`src/rtl/core/lssc_pkg.sv`:
```
// Package for the list smooth-scroll controller: request and result item types,
// command codes, register indexes, controller-to-datapath signal groups.
// No dependencies.
package lssc_pkg;

  localparam int RING_ROWS_DEF = 32;

  localparam logic [2:0] CMD_INIT    = 3'd0;
  localparam logic [2:0] CMD_UP      = 3'd1;
  localparam logic [2:0] CMD_DOWN    = 3'd2;
  localparam logic [2:0] CMD_SET     = 3'd3;
  localparam logic [2:0] CMD_PREPARE = 3'd4;
  localparam logic [2:0] CMD_TICK    = 3'd5;

  localparam logic [1:0] KIND_NONE  = 2'd0;
  localparam logic [1:0] KIND_BULK  = 2'd1;
  localparam logic [1:0] KIND_STAGE = 2'd2;
  localparam logic [1:0] KIND_FLUSH = 2'd3;

  localparam logic [2:0] REG_TRACK_COUNT    = 3'd0;
  localparam logic [2:0] REG_START_TRACK    = 3'd1;
  localparam logic [2:0] REG_VISIBLE_ROWS   = 3'd2;
  localparam logic [2:0] REG_CENTER_ROW     = 3'd3;
  localparam logic [2:0] REG_SCROLL_STEP    = 3'd4;
  localparam logic [2:0] REG_BOTTOM_PADDING = 3'd5;

  localparam logic [7:0] ROW_NONE  = 8'hFF;
  localparam logic [7:0] MARK_BASE = 8'd16;
  localparam logic [7:0] MARK_MAX  = 8'd120;

  typedef struct packed {
    logic [2:0] cmd;
    logic [7:0] set_index;
    logic [7:0] playing_track;
  } req_item_t;

  typedef struct packed {
    logic [7:0] cursor_index;
    logic [7:0] view_top;
    logic [7:0] scroll_offset;
    logic       cursor_mark_shown;
    logic [7:0] cursor_mark_y;
    logic       playing_mark_shown;
    logic [7:0] playing_mark_y;
    logic [1:0] render_kind;
    logic [7:0] render_first;
    logic [7:0] render_last;
    logic       name_redraw;
  } res_item_t;

  typedef struct packed {
    logic [7:0] track_count;
    logic [7:0] start_track;
    logic [4:0] visible_rows;
    logic [4:0] center_row;
    logic [3:0] scroll_step;
    logic [2:0] bottom_padding;
  } cfg_t;

  typedef struct packed {
    logic ld_req;
    logic exec;
    logic mod_step;
    logic fill_start;
    logic fill_step;
    logic fill_fin;
    logic prep_chk;
    logic flush_wr;
  } dp_ctl_t;

  typedef struct packed {
    logic [2:0] req_cmd;
    logic       exec_to_mod;
    logic       mod_done;
    logic       fill_done;
  } dp_sts_t;

endpackage

```
`src/rtl/core/list_smooth_scroll_controller_unit.sv`:
```
// Top level of the list smooth-scroll controller: APB register file, result register,
// sequencer and datapath. Depends on lssc_pkg, lssc_ctrl and lssc_dpath.
//
// Each request is taken only when the previous one has finished its work; a finished
// result waits in the output register while the next request is taken. Cursor up, down,
// unknown codes and a frame tick with nothing staged go from execute straight to the result
// hand-off. Init, set, prepare and a tick that flushes a staged row first reduce the row to a
// ring index (one subtraction of RING_ROWS per cycle). Init and set then walk the ring one
// entry per cycle through the ring memory, which reads one entry and writes another at once.
// Reset empties the ring at once; no clearing pass is needed.
module list_smooth_scroll_controller_unit #(
  parameter int RING_ROWS = lssc_pkg::RING_ROWS_DEF
) (
  input  logic                clk,
  input  logic                rst,
  input  logic                cmd_valid,
  output logic                cmd_ready,
  input  lssc_pkg::req_item_t cmd_data,
  output logic                res_valid,
  input  logic                res_ready,
  output lssc_pkg::res_item_t res_data,
  input  logic                psel,
  input  logic                penable,
  input  logic                pwrite,
  input  logic [4:0]          paddr,
  input  logic [31:0]         pwdata,
  output logic [31:0]         prdata,
  output logic                pready
);
  import lssc_pkg::*;

  cfg_t      cfg;
  dp_ctl_t   ctl;
  dp_sts_t   sts;
  res_item_t res_comb;
  logic      load_res;
  logic      res_busy;
  logic [2:0] reg_idx;

  assign pready  = 1'b1;
  assign reg_idx = paddr[4:2];

  always_ff @(posedge clk) begin
    if (rst) begin
      cfg.track_count    <= 8'd1;
      cfg.start_track    <= 8'd1;
      cfg.visible_rows   <= 5'd18;
      cfg.center_row     <= 5'd7;
      cfg.scroll_step    <= 4'd2;
      cfg.bottom_padding <= 3'd4;
    end else if (psel && penable && pwrite && pready) begin
      unique case (reg_idx)
        REG_TRACK_COUNT:    cfg.track_count    <= pwdata[7:0];
        REG_START_TRACK:    cfg.start_track    <= pwdata[7:0];
        REG_VISIBLE_ROWS:   cfg.visible_rows   <= pwdata[4:0];
        REG_CENTER_ROW:     cfg.center_row     <= pwdata[4:0];
        REG_SCROLL_STEP:    cfg.scroll_step    <= pwdata[3:0];
        REG_BOTTOM_PADDING: cfg.bottom_padding <= pwdata[2:0];
        default: begin
        end
      endcase
    end
  end

  always_comb begin
    unique case (reg_idx)
      REG_TRACK_COUNT:    prdata = {24'd0, cfg.track_count};
      REG_START_TRACK:    prdata = {24'd0, cfg.start_track};
      REG_VISIBLE_ROWS:   prdata = {27'd0, cfg.visible_rows};
      REG_CENTER_ROW:     prdata = {27'd0, cfg.center_row};
      REG_SCROLL_STEP:    prdata = {28'd0, cfg.scroll_step};
      REG_BOTTOM_PADDING: prdata = {29'd0, cfg.bottom_padding};
      default:            prdata = 32'd0;
    endcase
  end

  assign res_busy = res_valid && !res_ready;

  always_ff @(posedge clk) begin
    if (rst) begin
      res_valid <= 1'b0;
    end else if (load_res) begin
      res_valid <= 1'b1;
    end else if (res_ready) begin
      res_valid <= 1'b0;
    end
  end

  always_ff @(posedge clk) begin
    if (load_res) begin
      res_data <= res_comb;
    end
  end

  lssc_ctrl u_ctrl (
    .clk       (clk),
    .rst       (rst),
    .req_valid (cmd_valid),
    .req_ready (cmd_ready),
    .res_busy  (res_busy),
    .sts       (sts),
    .ctl       (ctl),
    .load_res  (load_res)
  );

  lssc_dpath #(
    .RING_ROWS (RING_ROWS)
  ) u_dpath (
    .clk    (clk),
    .rst    (rst),
    .cfg    (cfg),
    .req_in (cmd_data),
    .ctl    (ctl),
    .sts    (sts),
    .res    (res_comb)
  );

  a_one_at_a_time: assert property (@(posedge clk) disable iff (rst)
    (cmd_valid && cmd_ready) |=> !cmd_ready)
    else $error("request taken while another is in progress");

endmodule

```
`src/rtl/core/lssc_ctrl.sv`:
```
// Sequencer for the list smooth-scroll controller.
// Steps the datapath through execute, ring index reduction, ring walk, prepare check and result hand-off.
// Depends on lssc_pkg.
module lssc_ctrl (
  input  logic              clk,
  input  logic              rst,
  input  logic              req_valid,
  output logic              req_ready,
  input  logic              res_busy,
  input  lssc_pkg::dp_sts_t sts,
  output lssc_pkg::dp_ctl_t ctl,
  output logic              load_res
);
  import lssc_pkg::*;

  typedef enum logic [5:0] {
    S_IDLE = 6'b000001,
    S_EXEC = 6'b000010,
    S_MOD  = 6'b000100,
    S_FILL = 6'b001000,
    S_PREP = 6'b010000,
    S_DONE = 6'b100000
  } state_t;

  state_t state;
  state_t state_next;

  always_ff @(posedge clk) begin
    if (rst) begin
      state <= S_IDLE;
    end else begin
      state <= state_next;
    end
  end

  always_comb begin
    state_next = state;
    ctl        = '0;
    load_res   = 1'b0;
    req_ready  = 1'b0;
    unique case (state)
      S_IDLE: begin
        req_ready = 1'b1;
        if (req_valid) begin
          ctl.ld_req = 1'b1;
          state_next = S_EXEC;
        end
      end
      S_EXEC: begin
        ctl.exec   = 1'b1;
        state_next = sts.exec_to_mod ? S_MOD : S_DONE;
      end
      S_MOD: begin
        ctl.mod_step = 1'b1;
        if (sts.mod_done) begin
          unique case (sts.req_cmd)
            CMD_INIT, CMD_SET: begin
              ctl.fill_start = 1'b1;
              state_next     = S_FILL;
            end
            CMD_PREPARE: begin
              state_next = S_PREP;
            end
            CMD_TICK: begin
              ctl.flush_wr = 1'b1;
              state_next   = S_DONE;
            end
            default: begin
              state_next = S_DONE;
            end
          endcase
        end
      end
      S_FILL: begin
        ctl.fill_step = 1'b1;
        if (sts.fill_done) begin
          ctl.fill_fin = 1'b1;
          state_next   = S_DONE;
        end
      end
      S_PREP: begin
        ctl.prep_chk = 1'b1;
        state_next   = S_DONE;
      end
      S_DONE: begin
        if (!res_busy) begin
          load_res   = 1'b1;
          state_next = S_IDLE;
        end
      end
      default: begin
        state_next = S_IDLE;
      end
    endcase
  end

endmodule

```
`src/rtl/core/lssc_dpath.sv`:
```
// Datapath for the list smooth-scroll controller: cursor and scroll state, ring cache
// memory with valid bits, index reduction, ring walk and marker arithmetic.
// Depends on lssc_pkg.
module lssc_dpath #(
  parameter int RING_ROWS = lssc_pkg::RING_ROWS_DEF
) (
  input  logic                clk,
  input  logic                rst,
  input  lssc_pkg::cfg_t      cfg,
  input  lssc_pkg::req_item_t req_in,
  input  lssc_pkg::dp_ctl_t   ctl,
  output lssc_pkg::dp_sts_t   sts,
  output lssc_pkg::res_item_t res
);
  import lssc_pkg::*;

  localparam int RW = $clog2(RING_ROWS);

  req_item_t   req;
  logic [7:0]  cursor_pos;
  logic [7:0]  top_row;
  logic [7:0]  target_offset;
  logic [7:0]  current_offset;
  logic [7:0]  previous_top;
  logic [7:0]  staged_row;
  logic [7:0]  drawn_name_track;
  logic [7:0]  work_row;
  logic [7:0]  mod_rem;
  logic [7:0]  fill_row;
  logic [7:0]  fill_hi;
  logic [RW-1:0] fill_idx;
  logic        fill_issue;
  logic        fill_pend;
  logic [7:0]  pend_row;
  logic [RW-1:0] pend_idx;
  logic        dirty;
  logic [1:0]  kind;
  logic [7:0]  first_row;
  logic [7:0]  last_row;
  logic        redraw;

  logic [7:0]  ring [RING_ROWS];
  logic        ring_valid [RING_ROWS];
  logic [7:0]  rd_data;

  logic [7:0]  eff_count;
  logic [8:0]  len_sum;
  logic [7:0]  list_len;
  logic [7:0]  last_track;
  logic [7:0]  start_pos;
  logic [7:0]  new_cursor;
  logic [7:0]  new_top;
  logic [7:0]  new_target;
  logic [7:0]  max_top;
  logic [7:0]  cur_less;
  logic [8:0]  prep_row;
  logic        exec_to_mod;
  logic [7:0]  anim_diff;
  logic [8:0]  anim_delta;
  logic [8:0]  anim_step;
  logic [7:0]  anim_next;
  logic [8:0]  hi_span;
  logic [8:0]  hi_list;
  logic [RW-1:0] mod_idx;
  logic [RW-1:0] rd_idx;
  logic        wr_en;
  logic [RW-1:0] wr_idx;
  logic [7:0]  wr_data;
  logic [7:0]  pv;
  logic [7:0]  cy;
  logic [7:0]  py;
  logic [8:0]  view_end;
  logic        in_view;

  always_comb begin
    eff_count  = (cfg.track_count == 8'd0) ? 8'd1 : cfg.track_count;
    len_sum    = {1'b0, eff_count} + {6'd0, cfg.bottom_padding};
    list_len   = len_sum[8] ? 8'hFF : len_sum[7:0];
    last_track = eff_count - 8'd1;
    start_pos  = (cfg.start_track == 8'd0) ? 8'd0 : cfg.start_track - 8'd1;
    if (start_pos > last_track) begin
      start_pos = last_track;
    end
  end

  always_comb begin
    new_cursor = cursor_pos;
    unique case (req.cmd)
      CMD_INIT: begin
        new_cursor = start_pos;
      end
      CMD_UP: begin
        new_cursor = cursor_pos - 8'd1;
      end
      CMD_DOWN: begin
        new_cursor = cursor_pos + 8'd1;
      end
      CMD_SET: begin
        new_cursor = (req.set_index > last_track) ? last_track : req.set_index;
      end
      default: begin
        new_cursor = cursor_pos;
      end
    endcase
  end

  always_comb begin
    max_top  = list_len - {3'd0, cfg.visible_rows};
    cur_less = new_cursor - {3'd0, cfg.center_row};
    if (list_len <= {3'd0, cfg.visible_rows}) begin
      new_top = 8'd0;
    end else if (new_cursor <= {3'd0, cfg.center_row}) begin
      new_top = 8'd0;
    end else begin
      new_top = (cur_less > max_top) ? max_top : cur_less;
    end
    new_target = {new_top[4:0], 3'b000};
  end

  always_comb begin
    if (top_row > previous_top) begin
      if (cfg.visible_rows == 5'd0) begin
        prep_row = {1'b0, top_row - 8'd1};
      end else begin
        prep_row = {1'b0, top_row} + {4'd0, cfg.visible_rows} - 9'd1;
      end
    end else begin
      prep_row = {1'b0, top_row};
    end
  end

  always_comb begin
    unique case (req.cmd)
      CMD_INIT, CMD_SET: exec_to_mod = 1'b1;
      CMD_PREPARE: exec_to_mod = (top_row != previous_top) && (prep_row < {1'b0, list_len});
      CMD_TICK: exec_to_mod = (staged_row != ROW_NONE);
      default: exec_to_mod = 1'b0;
    endcase
  end

  always_comb begin
    anim_diff  = target_offset - current_offset;
    anim_delta = {anim_diff[7], anim_diff};
    anim_step  = {5'd0, cfg.scroll_step};
    if (anim_diff == 8'd0) begin
      anim_next = current_offset;
    end else if ($signed(anim_delta) >= $signed(anim_step)) begin
      anim_next = current_offset + {4'd0, cfg.scroll_step};
    end else if ($signed(anim_delta) <= -$signed(anim_step)) begin
      anim_next = current_offset - {4'd0, cfg.scroll_step};
    end else begin
      anim_next = target_offset;
    end
  end

  assign hi_span = {1'b0, top_row} + 9'(RING_ROWS - 1);
  assign hi_list = {1'b0, list_len} - 9'd1;
  assign mod_idx = mod_rem[RW-1:0];
  assign rd_idx  = fill_issue ? fill_idx : mod_idx;

  always_comb begin
    wr_en   = 1'b0;
    wr_idx  = pend_idx;
    wr_data = pend_row;
    if (ctl.fill_step && fill_pend) begin
      wr_en = 1'b1;
    end else if (ctl.flush_wr) begin
      wr_en   = 1'b1;
      wr_idx  = mod_idx;
      wr_data = work_row;
    end
  end

  always_ff @(posedge clk) begin
    if (wr_en) begin
      ring[wr_idx] <= wr_data;
    end
    rd_data <= ring[rd_idx];
  end

  always_ff @(posedge clk) begin
    if (rst || (ctl.exec && req.cmd == CMD_INIT)) begin
      for (int i = 0; i < RING_ROWS; i++) begin
        ring_valid[i] <= 1'b0;
      end
    end else if (wr_en) begin
      ring_valid[wr_idx] <= 1'b1;
    end
  end

  always_ff @(posedge clk) begin
    if (rst) begin
      cursor_pos       <= 8'd0;
      top_row          <= 8'd0;
      target_offset    <= 8'd0;
      current_offset   <= 8'd0;
      previous_top     <= 8'd0;
      staged_row       <= ROW_NONE;
      drawn_name_track <= 8'd0;
      fill_issue       <= 1'b0;
      fill_pend        <= 1'b0;
      kind             <= KIND_NONE;
      first_row        <= 8'd0;
      last_row         <= 8'd0;
      redraw           <= 1'b0;
    end else begin
      if (ctl.ld_req) begin
        req       <= req_in;
        kind      <= KIND_NONE;
        first_row <= 8'd0;
        last_row  <= 8'd0;
        redraw    <= 1'b0;
      end
      if (ctl.exec) begin
        unique case (req.cmd)
          CMD_INIT: begin
            cursor_pos       <= new_cursor;
            top_row          <= new_top;
            target_offset    <= new_target;
            current_offset   <= new_target;
            previous_top     <= new_top;
            staged_row       <= ROW_NONE;
            drawn_name_track <= req.playing_track;
            redraw           <= 1'b1;
            mod_rem          <= new_top;
          end
          CMD_UP: begin
            if (cursor_pos != 8'd0) begin
              cursor_pos    <= new_cursor;
              top_row       <= new_top;
              target_offset <= new_target;
            end
          end
          CMD_DOWN: begin
            if (cursor_pos < last_track) begin
              cursor_pos    <= new_cursor;
              top_row       <= new_top;
              target_offset <= new_target;
            end
          end
          CMD_SET: begin
            cursor_pos     <= new_cursor;
            top_row        <= new_top;
            target_offset  <= new_target;
            current_offset <= new_target;
            previous_top   <= new_top;
            mod_rem        <= new_top;
          end
          CMD_PREPARE: begin
            if (top_row != previous_top) begin
              previous_top <= top_row;
              work_row     <= prep_row[7:0];
              mod_rem      <= prep_row[7:0];
            end
          end
          CMD_TICK: begin
            if (staged_row != ROW_NONE) begin
              kind       <= KIND_FLUSH;
              first_row  <= staged_row;
              last_row   <= staged_row;
              work_row   <= staged_row;
              mod_rem    <= staged_row;
              staged_row <= ROW_NONE;
            end
            current_offset <= anim_next;
            if (req.playing_track != drawn_name_track) begin
              drawn_name_track <= req.playing_track;
              redraw           <= 1'b1;
            end
          end
          default: begin
          end
        endcase
      end
      if (ctl.mod_step && !sts.mod_done) begin
        mod_rem <= mod_rem - 8'(RING_ROWS);
      end
      if (ctl.fill_start) begin
        fill_row   <= top_row;
        fill_idx   <= mod_idx;
        fill_hi    <= (hi_span > hi_list) ? hi_list[7:0] : hi_span[7:0];
        fill_issue <= 1'b1;
        fill_pend  <= 1'b0;
        dirty      <= 1'b0;
      end
      if (ctl.fill_step) begin
        if (fill_pend && (!ring_valid[pend_idx] || rd_data != pend_row)) begin
          dirty <= 1'b1;
        end
        fill_pend <= fill_issue;
        pend_row  <= fill_row;
        pend_idx  <= fill_idx;
        if (fill_issue) begin
          fill_row <= fill_row + 8'd1;
          fill_idx <= (fill_idx == RW'(RING_ROWS - 1)) ? '0 : fill_idx + 1'b1;
          if (fill_row == fill_hi) begin
            fill_issue <= 1'b0;
          end
        end
      end
      if (ctl.fill_fin && dirty) begin
        kind      <= KIND_BULK;
        first_row <= top_row;
        last_row  <= fill_hi;
      end
      if (ctl.prep_chk && (!ring_valid[mod_idx] || rd_data != work_row)) begin
        staged_row <= work_row;
        kind       <= KIND_STAGE;
        first_row  <= work_row;
        last_row   <= work_row;
      end
    end
  end

  assign sts.req_cmd     = req.cmd;
  assign sts.exec_to_mod = exec_to_mod;
  assign sts.mod_done    = (mod_rem < 8'(RING_ROWS));
  assign sts.fill_done   = !fill_issue && !fill_pend;

  always_comb begin
    pv       = req.playing_track - 8'd1;
    cy       = {cursor_pos[4:0], 3'b000} - current_offset + MARK_BASE;
    view_end = {1'b0, top_row} + {4'd0, cfg.visible_rows};
    in_view  = (pv >= top_row) && ({1'b0, pv} < view_end);
    py       = 8'd0;
    if (req.playing_track != 8'd0) begin
      py = {pv[4:0], 3'b000} - current_offset + MARK_BASE;
    end
    res.cursor_index       = cursor_pos;
    res.view_top           = top_row;
    res.scroll_offset      = current_offset;
    res.cursor_mark_shown  = (cy >= 8'd1) && (cy <= MARK_MAX);
    res.cursor_mark_y      = cy;
    res.playing_mark_shown = (req.playing_track != 8'd0) && in_view && (pv != cursor_pos)
                             && (py >= 8'd1) && (py <= MARK_MAX);
    res.playing_mark_y     = py;
    res.render_kind        = kind;
    res.render_first       = first_row;
    res.render_last        = last_row;
    res.name_redraw        = redraw;
  end

  a_fill_no_collide: assert property (@(posedge clk) disable iff (rst)
    (fill_pend && fill_issue) |-> (pend_idx != fill_idx))
    else $error("ring walk writes the entry it reads");

  a_fill_bound: assert property (@(posedge clk) disable iff (rst)
    fill_issue |-> (fill_row <= fill_hi))
    else $error("ring walk passed its last row");

  a_prep_reduced: assert property (@(posedge clk) disable iff (rst)
    (ctl.prep_chk || ctl.flush_wr || ctl.fill_start) |-> (mod_rem < 8'(RING_ROWS)))
    else $error("ring index not reduced");

endmodule
```
`config.mk`:
```
export PLATFORM = sky130hd
export DESIGN_NAME = list_smooth_scroll_controller_unit
export DESIGN_NICKNAME = d
export VERILOG_FILES = /design/src/rtl/core/lssc_pkg.sv /design/src/rtl/core/list_smooth_scroll_controller_unit.sv /design/src/rtl/core/lssc_ctrl.sv /design/src/rtl/core/lssc_dpath.sv
export SDC_FILE = /design/constraint.sdc
export NUM_CORES = 1
export LEC_CHECK = 0
export ABC_AREA = 1
export BUFFER_PORTS_ARGS = -buffer_cell sky130_fd_sc_hd__clkbuf_2
export CORE_ASPECT_RATIO = 2
export CORE_MARGIN = 5
export CORE_UTILIZATION = 40
export CTS_BUF_LIST = sky130_fd_sc_hd__clkbuf_4
export DETAILED_ROUTE_END_ITERATION = 8
export HOLD_SLACK_MARGIN = 0.15
export PLACE_DENSITY = 0.54
export RECOVER_POWER = 50
export REMOVE_ABC_BUFFERS = 1
export SLEW_MARGIN = 20
export SYNTH_ARGS = -nofsm -noshare
export SYNTH_HDL_FRONTEND = slang
export SYNTH_SLANG_ARGS = --single-unit
export TNS_END_PERCENT = 5
```
`constraint.sdc`:
```
create_clock -name clk -period 6.2 [get_ports clk]
set_input_delay 1.24 -clock clk [delete_from_list [all_inputs] [get_ports clk]]
set_output_delay 1.24 -clock clk [all_outputs]
set_load 0.03 [all_outputs]
```
==> impl_metrics.py <==
metrics = {
    "detailed_routing": {
        "routed_wire_length_per_instance_um": 22.4,
        "finalWirelength_um": 97000,
        "post_drt_via_cell_ratio": 5.42,
        "detailedRoute.firstIterationViolations": 1349,
        "detailroute.via_count": 23500,
        "detailedRoute.firstPassIterationCount": 7,
        "drt_drc_violations_left": 0,
        "number_of_nets_with_antenna_violations_after_detailed_routing": 0,
    },
    "global_route": {
        "first_global_vias": 24200,
        "largest_net_degree_at_the_start_of_global_routing": 78,
        "initial_antenna_violation_count": 1,
        "total_congestion_overflow_after_global_routing": 0,
        "grt_usage_pct": 24.9,
        "grt_first_pass_wirelength_um": 143000,
    },
    "setup_path": {
        "reg2reg_to": "u_dpath.previous_top[3]",
        "critical_path.startpoint_type": "flop",
        "r2r_slack_ns": 0.31,
        "cpPeakStageDelay_ns": 0.41,
        "worst-endpoint-arrival_ns": 6.68,
        "critPathLaunch": "cfg[29]",
        "regToRegStartpoint": "cfg[29]",
        "worstSetupEndpoint": "u_dpath.previous_top[3]",
        "critical_path.max_fanout": 8,
        "path_common_cell": "nand2_1",
        "critPathSlowestCell": "fa_1",
        "crit_required_ns": 6.99,
        "timing.setup.critical_path_class": "flop to flop",
        "worstSetupEndpointType": "flop",
        "worst_r2r_path_depth": 42,
    },
    "cells_and_area": {
        "final_area_um2": 32200,
        "multiInputGateArea_um2": 12000,
        "seqCellArea_um2": 14800,
        "drive_above_1_share_pct": 13.3,
        "fillCellCount": 6953,
        "design.final.nets": 3532,
        "syn_to_final_growth_pct": 13.0,
        "final_core_utilization_pct": 45.5,
    },
    "clock_tree": {
        "cts_buffers": 136,
        "cts-root-to-sink-buffers": 3,
        "cts.hold.buffers_added": 0,
        "cts_tree": "built",
        "cts.htree.levels": 4,
        "cts.sink_count": 545,
        "clkTransAtPathRegs_ns": 0.06,
        "clkLatencyLatePin_ns": 0.97,
        "ctsRootBufferMaster": "clkbuf_4",
    },
    "status": {
        "status": "complete, but fails checks",
        "violated_checks": "max-capacitance violations, max-slew violations",
    },
    "die": {
        "floorplan.die_area_um2": 77000,
        "io_pins": 159,
        "dieHeight_um": 387,
        "core_area_um2": 70800,
        "die_w_um": 199,
        "start_util_pct": 40.2,
        "floorplan.rows": 138,
    },
    "timing": {
        "fin_worst_skew_ns": 0.0742,
        "final-max-slew-violation-count": 273,
        "setup_slack_ns": 0.309,
        "fin_setup_tns_ns": 0,
        "final.hold.worst_slack_ns": 0.432,
        "timing_hold_violations_final": 0,
        "finalWorstPathRequiredPeriod_ns": 5.89,
        "maxSlewHeadroom_pct": -150,
        "maxClockFrequency_ghz": 0.170,
        "max_slew.worst_pin.slew_ns": 3.75,
        "finalSetupViolations": 0,
        "final.period_utilization_pct": 95.0,
    },
    "synthesis": {
        "netlist_instances": 3072,
        "netlist_area_um2": 28500,
        "postSynthAreaPerCell_um2": 9.27,
        "yosys.cell_types.count": 73,
        "synth_sequential_area_ratio_pct": 51.9,
        "synth_flop_cell": "edfxtp_1",
        "yosysMostFrequentCell": "nand2_1",
        "yosys_warnings": 0,
        "synth_top_cells_by_area": "edfxtp_1 (41%), dfxtp_1 (11%), ha_1 (6.5%)",
        "synth_largest_type_area_fraction_pct": 40.7,
        "synth_async_reset_ratio_pct": 0,
        "synth_commonest_cells": "nand2_1 (405), edfxtp_1 (386), nor2_1 (383), o21ai_0 (330), inv_1 (313)",
        "synth_enable_flop_cells": 386,
        "synth.largest_area_cell": "edfxtp_1",
        "yosys_register_bits": 545,
    },
    "pwr": {
        "leakage_uw": 0.0128,
        "internal_power_uw": 5780,
        "power.share.combinational_pct": 9.4,
        "power.switching_uw": 2060,
        "netSwitchingFraction_pct": 26.3,
        "powerDensity_nw_per_um2": 244,
        "power_frac_seq_pct": 50.3,
        "pwr-share-clk_pct": 40.3,
        "peakVddDrop_mv": 0.153,
    },
    "placed_design": {
        "port-buffer-count": 107,
        "postPlaceCellArea_um2": 30400,
        "place_hpwl_um": 73500,
        "place_ws_ns": -0.0132,
        "gp_congestion": 0.981,
    },
    "min_path": {
        "critical_hold_path_startpoint": "u_dpath.first_row[3]",
        "holdCritPathClass": "flop to flop",
    },
    "run": {
        "maxCapViolations": 7,
    },
}
cells in the final DEF, fill, tap and decap left out, types with 6 or more instances in the layout:
cell type / instances
nand2_1: 402
edfxtp_1: 386
nor2_1: 380
o21ai_0: 325
inv_1: 308
clkbuf_4: 205
a21oi_1: 203
dfxtp_1: 158
ha_1: 147
nand3_1: 98
buf_4: 94
xor2_1: 79
o221ai_1: 71
clkbuf_1: 64
clkbuf_2: 58
o211ai_1: 48
o22ai_1: 32
a31oi_1: 28
clkinv_1: 28
nand4_1: 26
xnor2_1: 25
conb_1: 25
nor3_1: 20
nor4_1: 19
o21ai_1: 18
inv_2: 17
nor2_2: 15
nand2_2: 7
or2_2: 7
fa_1: 7
clkinv_2: 6
o21a_1: 6
how the worst min path moves through the flow:
stage	end	slack (ns)	cells after the start
finish	res_data[12]	0.43	0
global route	u_dpath.req[9]	0.37	1
CTS	u_dpath.req[14]	0.29	1
detailed placement	res_data[12]	0.42	0
global placement	res_data[2]	0.42	0
floorplan	res_data[10]	0.41	0
worst max-delay path, delay by kind of cell, from the launching register on:
| family | cells | cell delay [ns] |
|---|---|---|
| flip-flops | 1 | 0.35 |
| AND/OR/NAND/NOR | 20 | 2.12 |
| AO/OA/AOI/OAI | 8 | 0.94 |
| buffers and inverters | 9 | 0.97 |
| XOR/XNOR | 1 | 0.19 |
| adder cells (fa/ha/maj) | 4 | 1.19 |
power by group through the flow:
| stage | clock network (µW) | registers (µW) | logic, µW |
|---|---|---|---|
| 3_5_place_dp | 0 | 4030 | 722 |
| 5_1_grt | 3440 | 3950 | 822 |
| 2_1_floorplan | 0 | 4020 | 465 |
| 6_report | 3160 | 3950 | 739 |
| 3_3_place_gp | 0 | 4030 | 712 |
| 4_1_cts | 3270 | 3950 | 726 |
kinds of logic after synthesis:
kind of cell,count (synthesis),share of synthesized area (%)
simple gates,1002,15.0
xor+xnor,105,3.25
flops,545,51.9
other cells,2,0.0264
compound gates,793,16.3
fa+ha+maj,155,6.99
buf+inv,470,6.60
per-layer routing:
layer	GRT usage (%)	wire length [µm]	vias up
met4	20.1	9590	0
met1	21.0	29300	11200
met3	3.96	3500	332
met5	0	0	-
met2	49.0	54600	691
li1	-	-	11300
registers in the layout, summed over array words and instances (netlist names), 6 cells and up, named ones only:
name,cells
u_dpath.current_offset,8
u_dpath.fill_hi,8
u_dpath.top_row,8
u_dpath.work_row,8
u_dpath.last_row,8
res_data,60
u_dpath.ring_valid,32
u_dpath.drawn_name_track,8
u_dpath.ring,256
u_dpath.mod_rem,8
u_dpath.first_row,8
u_dpath.previous_top,8
u_dpath.pend_row,8
u_dpath.req,16
cfg,33
u_ctrl.state,6
u_dpath.staged_row,8
u_dpath.fill_row,8
u_dpath.rd_data,8
u_dpath.cursor_pos,8
metrics by stage:
| step | power (µW) | instances |
|---|---|---|
| after floorplan | 4480 | 2958 |
| final | 7840 | 4328 |
| after detailed placement | 4750 | 4077 |
| after global placement | 4740 | 4077 |
| after global routing | 8210 | 4328 |
| after CTS | 7940 | 4318 |
timing repair:
action | 4_1_cts | 5_1_grt
pin swaps | 0 | 4
setup endpoints to repair | 2 | 34
buffers inserted | 0 | 9
resized for setup | 2 | 18
area by class of cell:
cell class,instances,area share [%]
Clock buffer,205,4.78
Multi-Input combinational cell,2080,37.2
Inverter,333,3.91
Clock inverter,36,0.746
Timing Repair Buffer,218,3.94
Tap cell,910,3.54
Antenna cell,1,0.00777
Sequential cell,545,45.9
Note: power is estimated with default switching activity, not from simulation.
